`src/design/stfb_pkg.sv`:
```
// Shared types and constants of the spoken temperature frame builder.
package stfb_pkg;

    // Number of segment slots a frame can carry.
    localparam int SLOT_COUNT = 6;
    localparam int SLOT_W     = 3;

    // Configuration register indexes (paddr[3:2]).
    localparam logic [1:0] REG_COMMAND_CODE     = 2'd0;
    localparam logic [1:0] REG_TEMPERATURE_WORD = 2'd1;
    localparam logic [1:0] REG_POINT_WORD       = 2'd2;
    localparam logic [1:0] REG_TEN_WORD         = 2'd3;

    // Configuration values handed to the datapath.
    typedef struct packed {
        logic [7:0] command_code;
        logic [6:0] temperature_word;
        logic [6:0] point_word;
        logic [6:0] ten_word;
    } cfg_t;

    // Controller states.
    typedef enum logic [3:0] {
        ST_IDLE,
        ST_TENS,
        ST_UNITS,
        ST_FRAC,
        ST_HDR,
        ST_CMD,
        ST_LEN,
        ST_SEG,
        ST_CSUM
    } state_t;

    // Digit extraction step requested of the datapath.
    typedef enum logic [1:0] {
        DIG_NONE,
        DIG_TENS,
        DIG_UNITS,
        DIG_FRAC
    } dig_step_t;

    // Which frame byte the datapath drives this cycle.
    typedef enum logic [2:0] {
        EMIT_NONE,
        EMIT_HDR,
        EMIT_CMD,
        EMIT_LEN,
        EMIT_SEG,
        EMIT_CSUM
    } emit_t;

    // Commands from the controller to the datapath.
    typedef struct packed {
        logic              load;
        dig_step_t         step;
        emit_t             emit;
        logic [SLOT_W-1:0] slot;
        logic              half;
    } ctrl_cmd_t;

    // Status from the datapath to the controller.
    typedef struct packed {
        logic [SLOT_COUNT-1:0] seg_mask;
    } dp_status_t;

endpackage

```
`src/design/stfb_regs.sv`:
```
// APB configuration registers of the spoken temperature frame builder.
module stfb_regs (
    input  logic              clk,
    input  logic              rst_n,
    input  logic              psel,
    input  logic              penable,
    input  logic              pwrite,
    input  logic [3:0]        paddr,
    input  logic [31:0]       pwdata,
    output logic [31:0]       prdata,
    output logic              pready,
    output stfb_pkg::cfg_t    cfg
);
    import stfb_pkg::*;

    logic [7:0] command_code_reg;
    logic [6:0] temperature_word_reg;
    logic [6:0] point_word_reg;
    logic [6:0] ten_word_reg;
    logic       wr_en;

    assign pready = 1'b1;
    assign wr_en  = psel && penable && pwrite;

    always_ff @(posedge clk or negedge rst_n)
    begin
        if (!rst_n)
        begin
            command_code_reg     <= 8'd27;
            temperature_word_reg <= 7'd88;
            point_word_reg       <= 7'd87;
            ten_word_reg         <= 7'd10;
        end
        else if (wr_en)
        begin
            unique case (paddr[3:2])
                REG_COMMAND_CODE:     command_code_reg     <= pwdata[7:0];
                REG_TEMPERATURE_WORD: temperature_word_reg <= pwdata[6:0];
                REG_POINT_WORD:       point_word_reg       <= pwdata[6:0];
                REG_TEN_WORD:         ten_word_reg         <= pwdata[6:0];
                default:              ;
            endcase
        end
    end

    always_comb
    begin
        unique case (paddr[3:2])
            REG_COMMAND_CODE:     prdata = {24'd0, command_code_reg};
            REG_TEMPERATURE_WORD: prdata = {25'd0, temperature_word_reg};
            REG_POINT_WORD:       prdata = {25'd0, point_word_reg};
            REG_TEN_WORD:         prdata = {25'd0, ten_word_reg};
            default:              prdata = 32'd0;
        endcase
    end

    assign cfg.command_code     = command_code_reg;
    assign cfg.temperature_word = temperature_word_reg;
    assign cfg.point_word       = point_word_reg;
    assign cfg.ten_word         = ten_word_reg;

endmodule

```
`src/design/stfb_ctrl.sv`:
```
// Controller state machine that sequences digit extraction and frame bytes.
module stfb_ctrl (
    input  logic                   clk,
    input  logic                   rst_n,
    input  logic                   start,
    output logic                   busy,
    input  stfb_pkg::dp_status_t   status,
    output stfb_pkg::ctrl_cmd_t    cmd
);
    import stfb_pkg::*;

    state_t            state_reg;
    state_t            state_next;
    logic [SLOT_W-1:0] slot_reg;
    logic [SLOT_W-1:0] slot_next;
    logic              half_reg;
    logic              half_next;
    logic [SLOT_W-1:0] slot_found;
    logic              found;

    always_ff @(posedge clk or negedge rst_n)
    begin
        if (!rst_n)
        begin
            state_reg <= ST_IDLE;
            slot_reg  <= '0;
            half_reg  <= 1'b0;
        end
        else
        begin
            state_reg <= state_next;
            slot_reg  <= slot_next;
            half_reg  <= half_next;
        end
    end

    // Next enabled segment slot after the current one.
    always_comb
    begin
        found      = 1'b0;
        slot_found = '0;
        for (int k = 0; k < SLOT_COUNT; k++)
        begin
            if (!found && (SLOT_W'(k) > slot_reg) && status.seg_mask[k])
            begin
                found      = 1'b1;
                slot_found = SLOT_W'(k);
            end
        end
    end

    always_comb
    begin
        state_next = state_reg;
        slot_next  = slot_reg;
        half_next  = half_reg;
        cmd.load   = 1'b0;
        cmd.step   = DIG_NONE;
        cmd.emit   = EMIT_NONE;
        cmd.slot   = slot_reg;
        cmd.half   = half_reg;
        busy       = 1'b1;
        unique case (state_reg)
            ST_IDLE:
            begin
                busy = 1'b0;
                if (start)
                begin
                    cmd.load   = 1'b1;
                    state_next = ST_TENS;
                end
            end
            ST_TENS:
            begin
                cmd.step   = DIG_TENS;
                state_next = ST_UNITS;
            end
            ST_UNITS:
            begin
                cmd.step   = DIG_UNITS;
                state_next = ST_FRAC;
            end
            ST_FRAC:
            begin
                cmd.step   = DIG_FRAC;
                state_next = ST_HDR;
            end
            ST_HDR:
            begin
                cmd.emit   = EMIT_HDR;
                state_next = ST_CMD;
            end
            ST_CMD:
            begin
                cmd.emit   = EMIT_CMD;
                state_next = ST_LEN;
            end
            ST_LEN:
            begin
                cmd.emit   = EMIT_LEN;
                slot_next  = '0;
                half_next  = 1'b0;
                state_next = ST_SEG;
            end
            ST_SEG:
            begin
                cmd.emit = EMIT_SEG;
                if (!half_reg)
                begin
                    half_next = 1'b1;
                end
                else if (found)
                begin
                    half_next = 1'b0;
                    slot_next = slot_found;
                end
                else
                begin
                    state_next = ST_CSUM;
                end
            end
            ST_CSUM:
            begin
                cmd.emit   = EMIT_CSUM;
                state_next = ST_IDLE;
            end
            default:
            begin
                state_next = ST_IDLE;
            end
        endcase
    end

endmodule

```
`src/design/stfb_dp.sv`:
```
// Datapath: digit extraction, segment byte selection, checksum and output register.
module stfb_dp (
    input  logic                  clk,
    input  logic                  rst_n,
    input  logic [9:0]            tenths,
    input  stfb_pkg::cfg_t        cfg,
    input  stfb_pkg::ctrl_cmd_t   cmd,
    output stfb_pkg::dp_status_t  status,
    output logic                  byte_valid,
    output logic [7:0]            frame_byte,
    output logic                  last
);
    import stfb_pkg::*;

    localparam logic [9:0] MAX_TENTHS  = 10'd999;
    localparam logic [7:0] HEADER_BYTE = 8'hAA;
    localparam logic [7:0] ASCII_ZERO  = 8'h30;

    logic [9:0]  t_reg;
    logic [3:0]  tens_reg;
    logic [6:0]  rem_reg;
    logic [3:0]  units_reg;
    logic [3:0]  frac_reg;
    logic [7:0]  sum_reg;
    logic [7:0]  sum_next;
    logic        valid_reg;
    logic [7:0]  byte_reg;
    logic        last_reg;

    logic [15:0] tens_prod;
    logic [3:0]  tens_q;
    logic [9:0]  rem_wide;
    logic [14:0] units_prod;
    logic [6:0]  frac_wide;
    logic [6:0]  seg_val;
    logic [14:0] seg_prod;
    logic [3:0]  seg_hi;
    logic [6:0]  seg_lo;
    logic [3:0]  seg_digit;
    logic [2:0]  seg_cnt;
    logic [7:0]  cur_byte;

    // Division by 100 and by 10 as multiplications by a scaled reciprocal;
    // exact over the ranges that reach them.
    assign tens_prod  = 16'(t_reg) * 16'd41;
    assign tens_q     = tens_prod[15:12];
    assign rem_wide   = t_reg - 10'(tens_q) * 10'd100;
    assign units_prod = 15'(rem_reg) * 15'd205;
    assign frac_wide  = rem_reg - 7'(units_reg) * 7'd10;

    always_ff @(posedge clk)
    begin
        if (cmd.load)
        begin
            t_reg <= (tenths > MAX_TENTHS) ? MAX_TENTHS : tenths;
        end
        case (cmd.step)
            DIG_TENS:
            begin
                tens_reg <= tens_q;
                rem_reg  <= rem_wide[6:0];
            end
            DIG_UNITS: units_reg <= units_prod[14:11];
            DIG_FRAC:  frac_reg  <= frac_wide[3:0];
            default:   ;
        endcase
    end

    // Slot order: temperature word, tens digit, ten word, units (or "00"),
    // point word, tenths digit.
    always_comb
    begin
        status.seg_mask[0] = 1'b1;
        status.seg_mask[1] = (tens_reg >= 4'd2);
        status.seg_mask[2] = (tens_reg != 4'd0);
        status.seg_mask[3] = (units_reg != 4'd0) || (tens_reg == 4'd0);
        status.seg_mask[4] = 1'b1;
        status.seg_mask[5] = (frac_reg != 4'd0);
    end

    always_comb
    begin
        case (cmd.slot)
            3'd0:    seg_val = cfg.temperature_word;
            3'd1:    seg_val = {3'd0, tens_reg};
            3'd2:    seg_val = cfg.ten_word;
            3'd3:    seg_val = {3'd0, units_reg};
            3'd4:    seg_val = cfg.point_word;
            3'd5:    seg_val = {3'd0, frac_reg};
            default: seg_val = 7'd0;
        endcase
    end

    // Two ASCII digits of the segment code; the high digit may exceed nine.
    assign seg_prod  = 15'(seg_val) * 15'd205;
    assign seg_hi    = seg_prod[14:11];
    assign seg_lo    = seg_val - 7'(seg_hi) * 7'd10;
    assign seg_digit = cmd.half ? seg_lo[3:0] : seg_hi;
    assign seg_cnt   = 3'($countones(status.seg_mask));

    always_comb
    begin
        unique case (cmd.emit)
            EMIT_HDR:  cur_byte = HEADER_BYTE;
            EMIT_CMD:  cur_byte = cfg.command_code;
            EMIT_LEN:  cur_byte = {4'd0, seg_cnt, 1'b0};
            EMIT_SEG:  cur_byte = ASCII_ZERO + {4'd0, seg_digit};
            EMIT_CSUM: cur_byte = sum_reg;
            default:   cur_byte = 8'd0;
        endcase
    end

    always_comb
    begin
        sum_next = sum_reg;
        case (cmd.emit) inside
            EMIT_HDR:                     sum_next = HEADER_BYTE;
            EMIT_CMD, EMIT_LEN, EMIT_SEG: sum_next = sum_reg + cur_byte;
            default:                      sum_next = sum_reg;
        endcase
    end

    always_ff @(posedge clk)
    begin
        sum_reg <= sum_next;
        if (cmd.emit != EMIT_NONE)
        begin
            byte_reg <= cur_byte;
            last_reg <= (cmd.emit == EMIT_CSUM);
        end
    end

    always_ff @(posedge clk or negedge rst_n)
    begin
        if (!rst_n)
        begin
            valid_reg <= 1'b0;
        end
        else
        begin
            valid_reg <= (cmd.emit != EMIT_NONE);
        end
    end

    assign byte_valid = valid_reg;
    assign frame_byte = byte_reg;
    assign last       = last_reg && valid_reg;

endmodule

```
`src/design/spoken_temperature_frame_builder_core.sv`:
```
// Top level of the spoken temperature frame builder: registers, controller and datapath.
//
// Channel        | Direction | Signals                                  | Handshake
// ---------------+-----------+------------------------------------------+-----------------------
// temperature    | in        | start, busy, tenths                      | start && !busy
// frame bytes    | out       | byte_valid, frame_byte, last             | byte_valid strobe
// configuration  | in/out    | psel, penable, pwrite, paddr, pwdata,    | APB, pready tied high
//                |           | prdata, pready                           |
//
// A temperature item is taken when start is high while busy is low. The block
// then splits the value into tens, units and tenths digits, one
// divide-by-constant step per cycle, and afterwards sends one frame byte per
// cycle: header, command code, length, the segment digit pairs and the
// checksum. A frame has 10 to 16 bytes, and busy stays high until its checksum
// byte has been chosen, so no new item is taken before then.
// Each byte appears on the output for exactly one cycle, in the cycle after the
// controller has chosen it; the receiver cannot stall the stream. The checksum
// byte is flagged by last and is shown in the cycle in which busy has already
// dropped, so the next item may be taken while it is still on the output.
// Reset is asynchronous and active low; it returns the configuration registers
// to their defaults and the controller to idle. No clearing pass is needed.
module spoken_temperature_frame_builder_core (
    input  logic        clk,
    input  logic        rst_n,
    input  logic        start,
    output logic        busy,
    input  logic [9:0]  tenths,
    output logic        byte_valid,
    output logic [7:0]  frame_byte,
    output logic        last,
    input  logic        psel,
    input  logic        penable,
    input  logic        pwrite,
    input  logic [3:0]  paddr,
    input  logic [31:0] pwdata,
    output logic [31:0] prdata,
    output logic        pready
);
    import stfb_pkg::*;

    cfg_t       cfg;
    ctrl_cmd_t  cmd;
    dp_status_t status;
    logic       accept;

    assign accept = start && !busy;

    // Configuration registers behind the APB port.
    stfb_regs u_regs (
        .clk     (clk),
        .rst_n   (rst_n),
        .psel    (psel),
        .penable (penable),
        .pwrite  (pwrite),
        .paddr   (paddr),
        .pwdata  (pwdata),
        .prdata  (prdata),
        .pready  (pready),
        .cfg     (cfg)
    );

    // The controller walks the digit steps and then the frame byte by byte,
    // skipping segment slots that the datapath reports as unused.
    stfb_ctrl u_ctrl (
        .clk    (clk),
        .rst_n  (rst_n),
        .start  (start),
        .busy   (busy),
        .status (status),
        .cmd    (cmd)
    );

    // The datapath holds the digits, forms each byte, keeps the running sum
    // and registers the output.
    stfb_dp u_dp (
        .clk        (clk),
        .rst_n      (rst_n),
        .tenths     (tenths),
        .cfg        (cfg),
        .cmd        (cmd),
        .status     (status),
        .byte_valid (byte_valid),
        .frame_byte (frame_byte),
        .last       (last)
    );

    // An accepted item makes the block busy in the next cycle.
    assert property (@(posedge clk) disable iff (!rst_n) accept |=> busy)
        else $error("busy did not rise after an item was accepted");

    // No byte is on the output in the cycle after an item is taken.
    assert property (@(posedge clk) disable iff (!rst_n) accept |=> !byte_valid)
        else $error("frame byte appeared during digit extraction");

    // The checksum byte is shown only once the controller is idle again.
    assert property (@(posedge clk) disable iff (!rst_n) (byte_valid && last) |-> !busy)
        else $error("checksum byte shown while the controller is still busy");

    // busy rises only because an item was taken.
    assert property (@(posedge clk) disable iff (!rst_n) $rose(busy) |-> $past(start))
        else $error("busy rose without a start request");

endmodule
```
`config.mk`:
```
export PLATFORM = sky130hd
export DESIGN_NAME = spoken_temperature_frame_builder_core
export DESIGN_NICKNAME = d
export VERILOG_FILES = /design/src/design/stfb_pkg.sv /design/src/design/stfb_regs.sv /design/src/design/stfb_ctrl.sv /design/src/design/stfb_dp.sv /design/src/design/spoken_temperature_frame_builder_core.sv
export SDC_FILE = /design/constraint.sdc
export NUM_CORES = 1
export LEC_CHECK = 0
export BUFFER_PORTS_ARGS = -buffer_cell sky130_fd_sc_hd__buf_2
export CORE_UTILIZATION = 50
export CTS_BUF_LIST = sky130_fd_sc_hd__clkbuf_8
export DETAILED_ROUTE_END_ITERATION = 12
export GPL_TIMING_DRIVEN = 0
export PLACE_DENSITY = 0.8
export SLEW_MARGIN = 15
export SYNTH_ARGS = -nofsm -noshare
export SYNTH_HDL_FRONTEND = slang
export SYNTH_HIERARCHICAL = 1
export SYNTH_SLANG_ARGS = --single-unit
```
`constraint.sdc`:
```
create_clock -name clk -period 10.1 [get_ports clk]
set_input_delay 0 -clock clk [delete_from_list [all_inputs] [get_ports clk]]
set_output_delay 0 -clock clk [all_outputs]
set_load 0.05 [all_outputs]
```
### After elaboration in Yosys (flattened, before gate mapping)

Cells that the tools add are included.

| word-level totals | value |
|---|---|
| bits in registers | 84 |
| bits of input ports | 52 |
| output and inout port bits | 44 |
| word-level logic and storage cells | 132 |

| cells by class | value |
|---|---|
| add/sub/neg operators | 10 |
| $mul | 6 |
| $lt $le $gt $ge | 8 |
| equal/unequal tests | 28 |
| mux-type cells | 30 |
| reductions and logical operators | 34 |

Operators with widths:

| operator | count |
|---|---|
| one-hot mux 32 bit (4 select lines) | 1 |
| one-hot mux 7 bit (6 select lines) | 1 |
| one-hot mux 8 bit (5 select lines) | 1 |
| one-hot mux 4 bit (8 select lines) | 1 |
| multiplier 7 x 8 -> 15 bit (second input constant) | 2 |
| == test 4 x 3 -> 1 bit (second input constant) | 4 |
| multiplier 10 x 6 -> 16 bit (second input constant) | 1 |
| two-way mux 4 bit | 4 |
| one-hot mux 3 bit (5 select lines) | 1 |
| == test 3 x 2 -> 1 bit (second input constant) | 4 |
| == test 3 bit (second input constant) | 4 |
| logical AND 1 bit | 12 |
| two-way mux 1 bit | 12 |
| two-way mux 3 bit | 4 |
| nonzero test 4 bit | 3 |
| greater-than comparator 10 bit (second input constant) | 1 |
| adder 8 bit | 1 |
| == test 2 bit (second input constant) | 4 |
| == test 4 x 2 -> 1 bit (second input constant) | 2 |
| logical NOT 4 bit | 2 |
| multiplier 4 x 3 -> 3 bit (second input constant) | 2 |
| AND reduction 2 bit | 4 |
| subtractor 4 bit | 2 |
| adder 6 x 4 -> 7 bit (first input constant) | 1 |
| 27 further kinds | 42 |

### Logic depth before layout (Yosys ltp)

| logic depth | value |
|---|---|
| word-level depth | 24 |
| mapped depth | 34 |
| gate-level depth less buffers | 33 |

### Hierarchy

The synthesis kept the hierarchy.

By module, submodules not included:

| module | instances | cells each | area an instance (sq um) | seq. area each (sq um) |
|---|---|---|---|---|
| stfb_dp | 1 | 520 | 5212.5 | 1326.3 |
| stfb_regs | 1 | 104 | 1611.5 | 743.2 |
| stfb_ctrl | 1 | 74 | 595.6 | 200.2 |

### Worst setup path before layout

OpenSTA, ideal clock, no wires.

| timing | value |
|---|---|
| path type | register to register |
| from | register u_ctrl.slot_reg[2] |
| to | register u_dp.sum_reg[7] |
| library setup time | 0.062 ns |
| data arrival time | 6.794 ns |
| required time | 10.038 ns |
| path slack | 3.244 ns |
| stages on the path, launching flop included | 32 |
| buffers on the path | 1 |
| clock period less this slack | 6.856 ns |
| path through | dfrtp_1 > buf_2 > inv_1 > nor2_1 > a21oi_1 > nor2_1 > ha_1 > fa_1 > ha_1 > inv_1 > fa_1 > inv_1 > ha_1 > a21oi_1 > a21oi_1 > o31ai_1 > o21ai_2 > nor2_1 > xnor2_1 > fa_1 > inv_1 > mux2_2 > a222oi_1 > nor2_1 > ha_1 > a21oi_1 > o21bai_1 > a2111oi_0 > nor3_1 > xnor2_1 > or3_1 > nand3_1 |

| between the ends | value |
|---|---|
| word-level cells in the longest chain between the ends | 9 |
| elaborated cells between the ends (all ways) | 14 |
| those cells by class | add/sub: 3; mul: 2; eq/ne: 5; mux: 3; reduce/logical: 1 |

Ends and longest elaborated chain:

| item | line | text |
|---|---|---|
| start: declaration | stfb_ctrl.sv:14 | `logic [SLOT_W-1:0] slot_reg;` |
| start signal: assignment | stfb_ctrl.sv:32 | `slot_reg <= slot_next;` |
| == test 3 bit (tied with other cells) | stfb_dp.sv:83 | `case (cmd.slot)` |
| one-hot mux 7 bit (6 select lines) * | stfb_dp.sv:83 |  |
| multiplier 7 x 8 -> 15 bit | stfb_dp.sv:95 | `assign seg_prod = 15'(seg_val) * 15'd205;` |
| multiplier 4 x 3 -> 3 bit | stfb_dp.sv:97 | `assign seg_lo = seg_val - 7'(seg_hi) * 7'd10;` |
| subtractor 4 bit | stfb_dp.sv:97 |  |
| two-way mux 4 bit * | stfb_dp.sv:98 | `assign seg_digit = cmd.half ? seg_lo[3:0] : seg_hi;` |
| adder 6 x 4 -> 7 bit * | stfb_dp.sv:107 | `EMIT_SEG: cur_byte = ASCII_ZERO + {4'd0, seg_digit};` |
| one-hot mux 8 bit (5 select lines) * | stfb_dp.sv:103 | `unique case (cmd.emit)` |
| via u_dp.cur_byte[2] | stfb_dp.sv:41 | `logic [7:0] cur_byte;` |
| adder 8 bit * | stfb_dp.sv:118 | `EMIT_CMD, EMIT_LEN, EMIT_SEG: sum_next = sum_reg + cur_byte;` |
| end signal: assignment | stfb_dp.sv:125 | `sum_reg <= sum_next;` |
| end: declaration | stfb_dp.sv:24 | `logic [7:0] sum_reg;` |

Mark *: on every way through the listed nets, which the timed path passes. The rest lies on a longest branch.
A chain may end at the register's enable or synchronous reset.

### Final worst setup path

Ends and elaborated chain as after synthesis.

==> flow_summary.toml <==
[clock_network]
cts_max_path_buffers = 2
htree_levels = 3
cts_root_buffer = "clkbuf_8"
cts_buffers = 9
cts_tree = "built"
cts_sinks = 84
clk_pin_slew_ns = 0.09
clk_latency_ns = 0.38
cts_resized = 0

[synth]
synthesis.area_um2 = 7412
synth_cells = 697
avgSynthCellArea_um2 = 10.63
synth-warning-count = 6

[global_route]
grt_max_degree = 39
track_usage_pct = 20.65
antenna_found_initial = 0
grt_overflow = 0
grt_pass1_wl_mm = 24.07
grt_pass1_vias = 5248

[drt]
drt-wirelength-per-cell_um = 14.78
wl_mm = 14.54
ant_nets = 0
vias_per_cell = 5.325
drc = 0
firstDrtPassIters = 5
vias = 5240
drtIter0Drc = 353

[floorplanning]
top_level_ports = 96
die_h_um = 123.8
fp.dieW_um = 123.8
rows = 44
core_area_um2 = 14480
initial_utilization_pct = 51.19
die_area_um2 = 15320

[sta]
finalSetupViolCount = 0
fmax_ghz = 0.1252
rsz0062_at_grt = "false"
finalMaxSlewViolations = 0
finalCritPeriodShare_pct = 79.06
finalHoldViolations = 0
skew_ns = 0.009203
finalSetupTns_ns = 0
tightest_slew_ns = 0.8814
maxSlewHeadroom_pct = 41.24
final.min_clock_period_ns = 7.985

[power]
power-per-cell-area_nw_per_um2 = 332.3
power_mw = 2.785
leakage_nw = 4.106
irDropWorstVdd_mv = 0.2130

[place]
hpwl_mm = 11.37
gp_congestion = 0.9048
port_buffers = 44

[cells_and_area]
drive_gt1_share_pct = 20.75
final_net_count = 990
nFillCells = 1213
syn_to_final_growth_pct = 13.07
largest_register_ffs = 10
diodes = 0
finish.utilization_pct = 57.88

[critical_path]
slowest_delay_ns = 0.53
path_delay_family = "adder cells"
path_class = "flop to flop"
arrival_ns = 8.31
worst-path-buf-inv = 5
end_kind = "flop"
cp.required_ns = 10.42
crit_slowest_cell = "fa_1"
startpoint_type = "flop"
worstPathMaxFanout = 9
r2r_cells = 31
path_depth = 31

[hold_path]
worstHoldPathCells = 4
hold_class = "input port to flop"

[flow_run]
cap_viol_max_count = 0

[outcome]
status = "complete, no violations"
-- per-layer routing --
layer	up-vias	routed length [µm]	global-route usage, %
met5	-	0	0
met1	2504	6321	23.49
met3	15	593	5.311
li1	2611	-	-
met4	0	206	6.099
met2	110	7418	37.71
-- power breakdown --
group	internal [mW]	total, mW	switching (mW)
combinational	0.847	1.95	1.10
clock	0.149	0.281	0.132
sequential	0.484	0.554	0.0700
total	1.48	2.79	1.31
-- cells in the final DEF, fill, tap and decap left out, types with 6 or more instances in the layout --
master         instances
ha_1                 118
inv_1                 79
buf_2                 46
nor2_1                40
edfxtp_1              38
buf_4                 31
conb_1                26
fa_1                  25
a21oi_1               24
nand2_1               24
dfrtp_1               24
xnor2_1               22
dlygate4sd3_1         20
o21ai_0               20
nor2b_1               18
nor3_1                17
mux2_2                15
mux2_4                15
dfstp_2               14
clkbuf_8              10
nand3_1               10
mux2i_1               10
clkbuf_1               9
or2_2                  8
dfxtp_1                8
nand2b_1               7
mux4_1                 7
a31oi_1                6
xor2_1                 6
and2_1                 6
-- stage by stage --
step / hold slack, ns / setup WS [ns] / instances / area, µm²
after CTS: 0.09150 / 2.212 / 984 / 8381
after global routing: 0.09830 / 1.557 / 984 / 8381
after global placement: 0.1704 / 2.363 / 948 / 7949
after floorplan: -0.2956 / 3.244 / 720 / 7498
final: 0.1119 / 2.115 / 984 / 8381
after detailed placement: 0.1707 / 2.262 / 948 / 7949
-- path summary, 6_finish.rpt --
| path | from | endpoint | slack (ns) |
|---|---|---|---|
| min | penable | u_regs/temperature_word_reg[6]$_DFFE_PN1P_ | 0.11 |
| max reg2reg | u_ctrl/slot_reg[2]$_DFFE_PN0P_ | u_dp/sum_reg[7]$_SDFFE_PN1P_ | 2.11 |
| min in group asynchronous | rst_n | u_regs/point_word_reg[5]$_DFFE_PN0P_ | 0.27 |
| max in group asynchronous | rst_n | u_ctrl/slot_reg[2]$_DFFE_PN0P_ | 9.27 |
| min reg2reg | u_dp/sum_reg[6]$_SDFFE_PN0P_ | u_dp/sum_reg[6]$_SDFFE_PN0P_ | 0.49 |
| max | u_ctrl/slot_reg[2]$_DFFE_PN0P_ | u_dp/sum_reg[7]$_SDFFE_PN1P_ | 2.11 |
-- worst register-to-register path, delay by kind of cell (launching register included) --
family / cells / cell delay, ns
xor+xnor: 2 / 0.28
flops: 1 / 0.49
buf+inv: 5 / 0.52
fa+ha+maj: 7 / 2.87
mux: 1 / 0.25
compound gates: 9 / 2.01
simple gates: 7 / 1.52
-- what timing repair did --
action | in CTS | in global routing
hold buffers | 20 | 0
hold endpoints to repair | 64 | 0
buffers inserted | 0 | 0
-- final cells by class --
class | instances | area, µm² | share of cell area, %
plain buffers | 47 | 325.3 | 3.882
flip-flops and latches | 84 | 2270 | 27.08
clock inverters | 6 | 93.84 | 1.120
inverters | 81 | 306.5 | 3.658
repair buffers | 64 | 420.4 | 5.016
multi-input cells | 508 | 4597 | 54.85
clock buffers | 10 | 137.6 | 1.642
well taps | 184 | 230.2 | 2.747
Power figures use the tool's default switching activity.
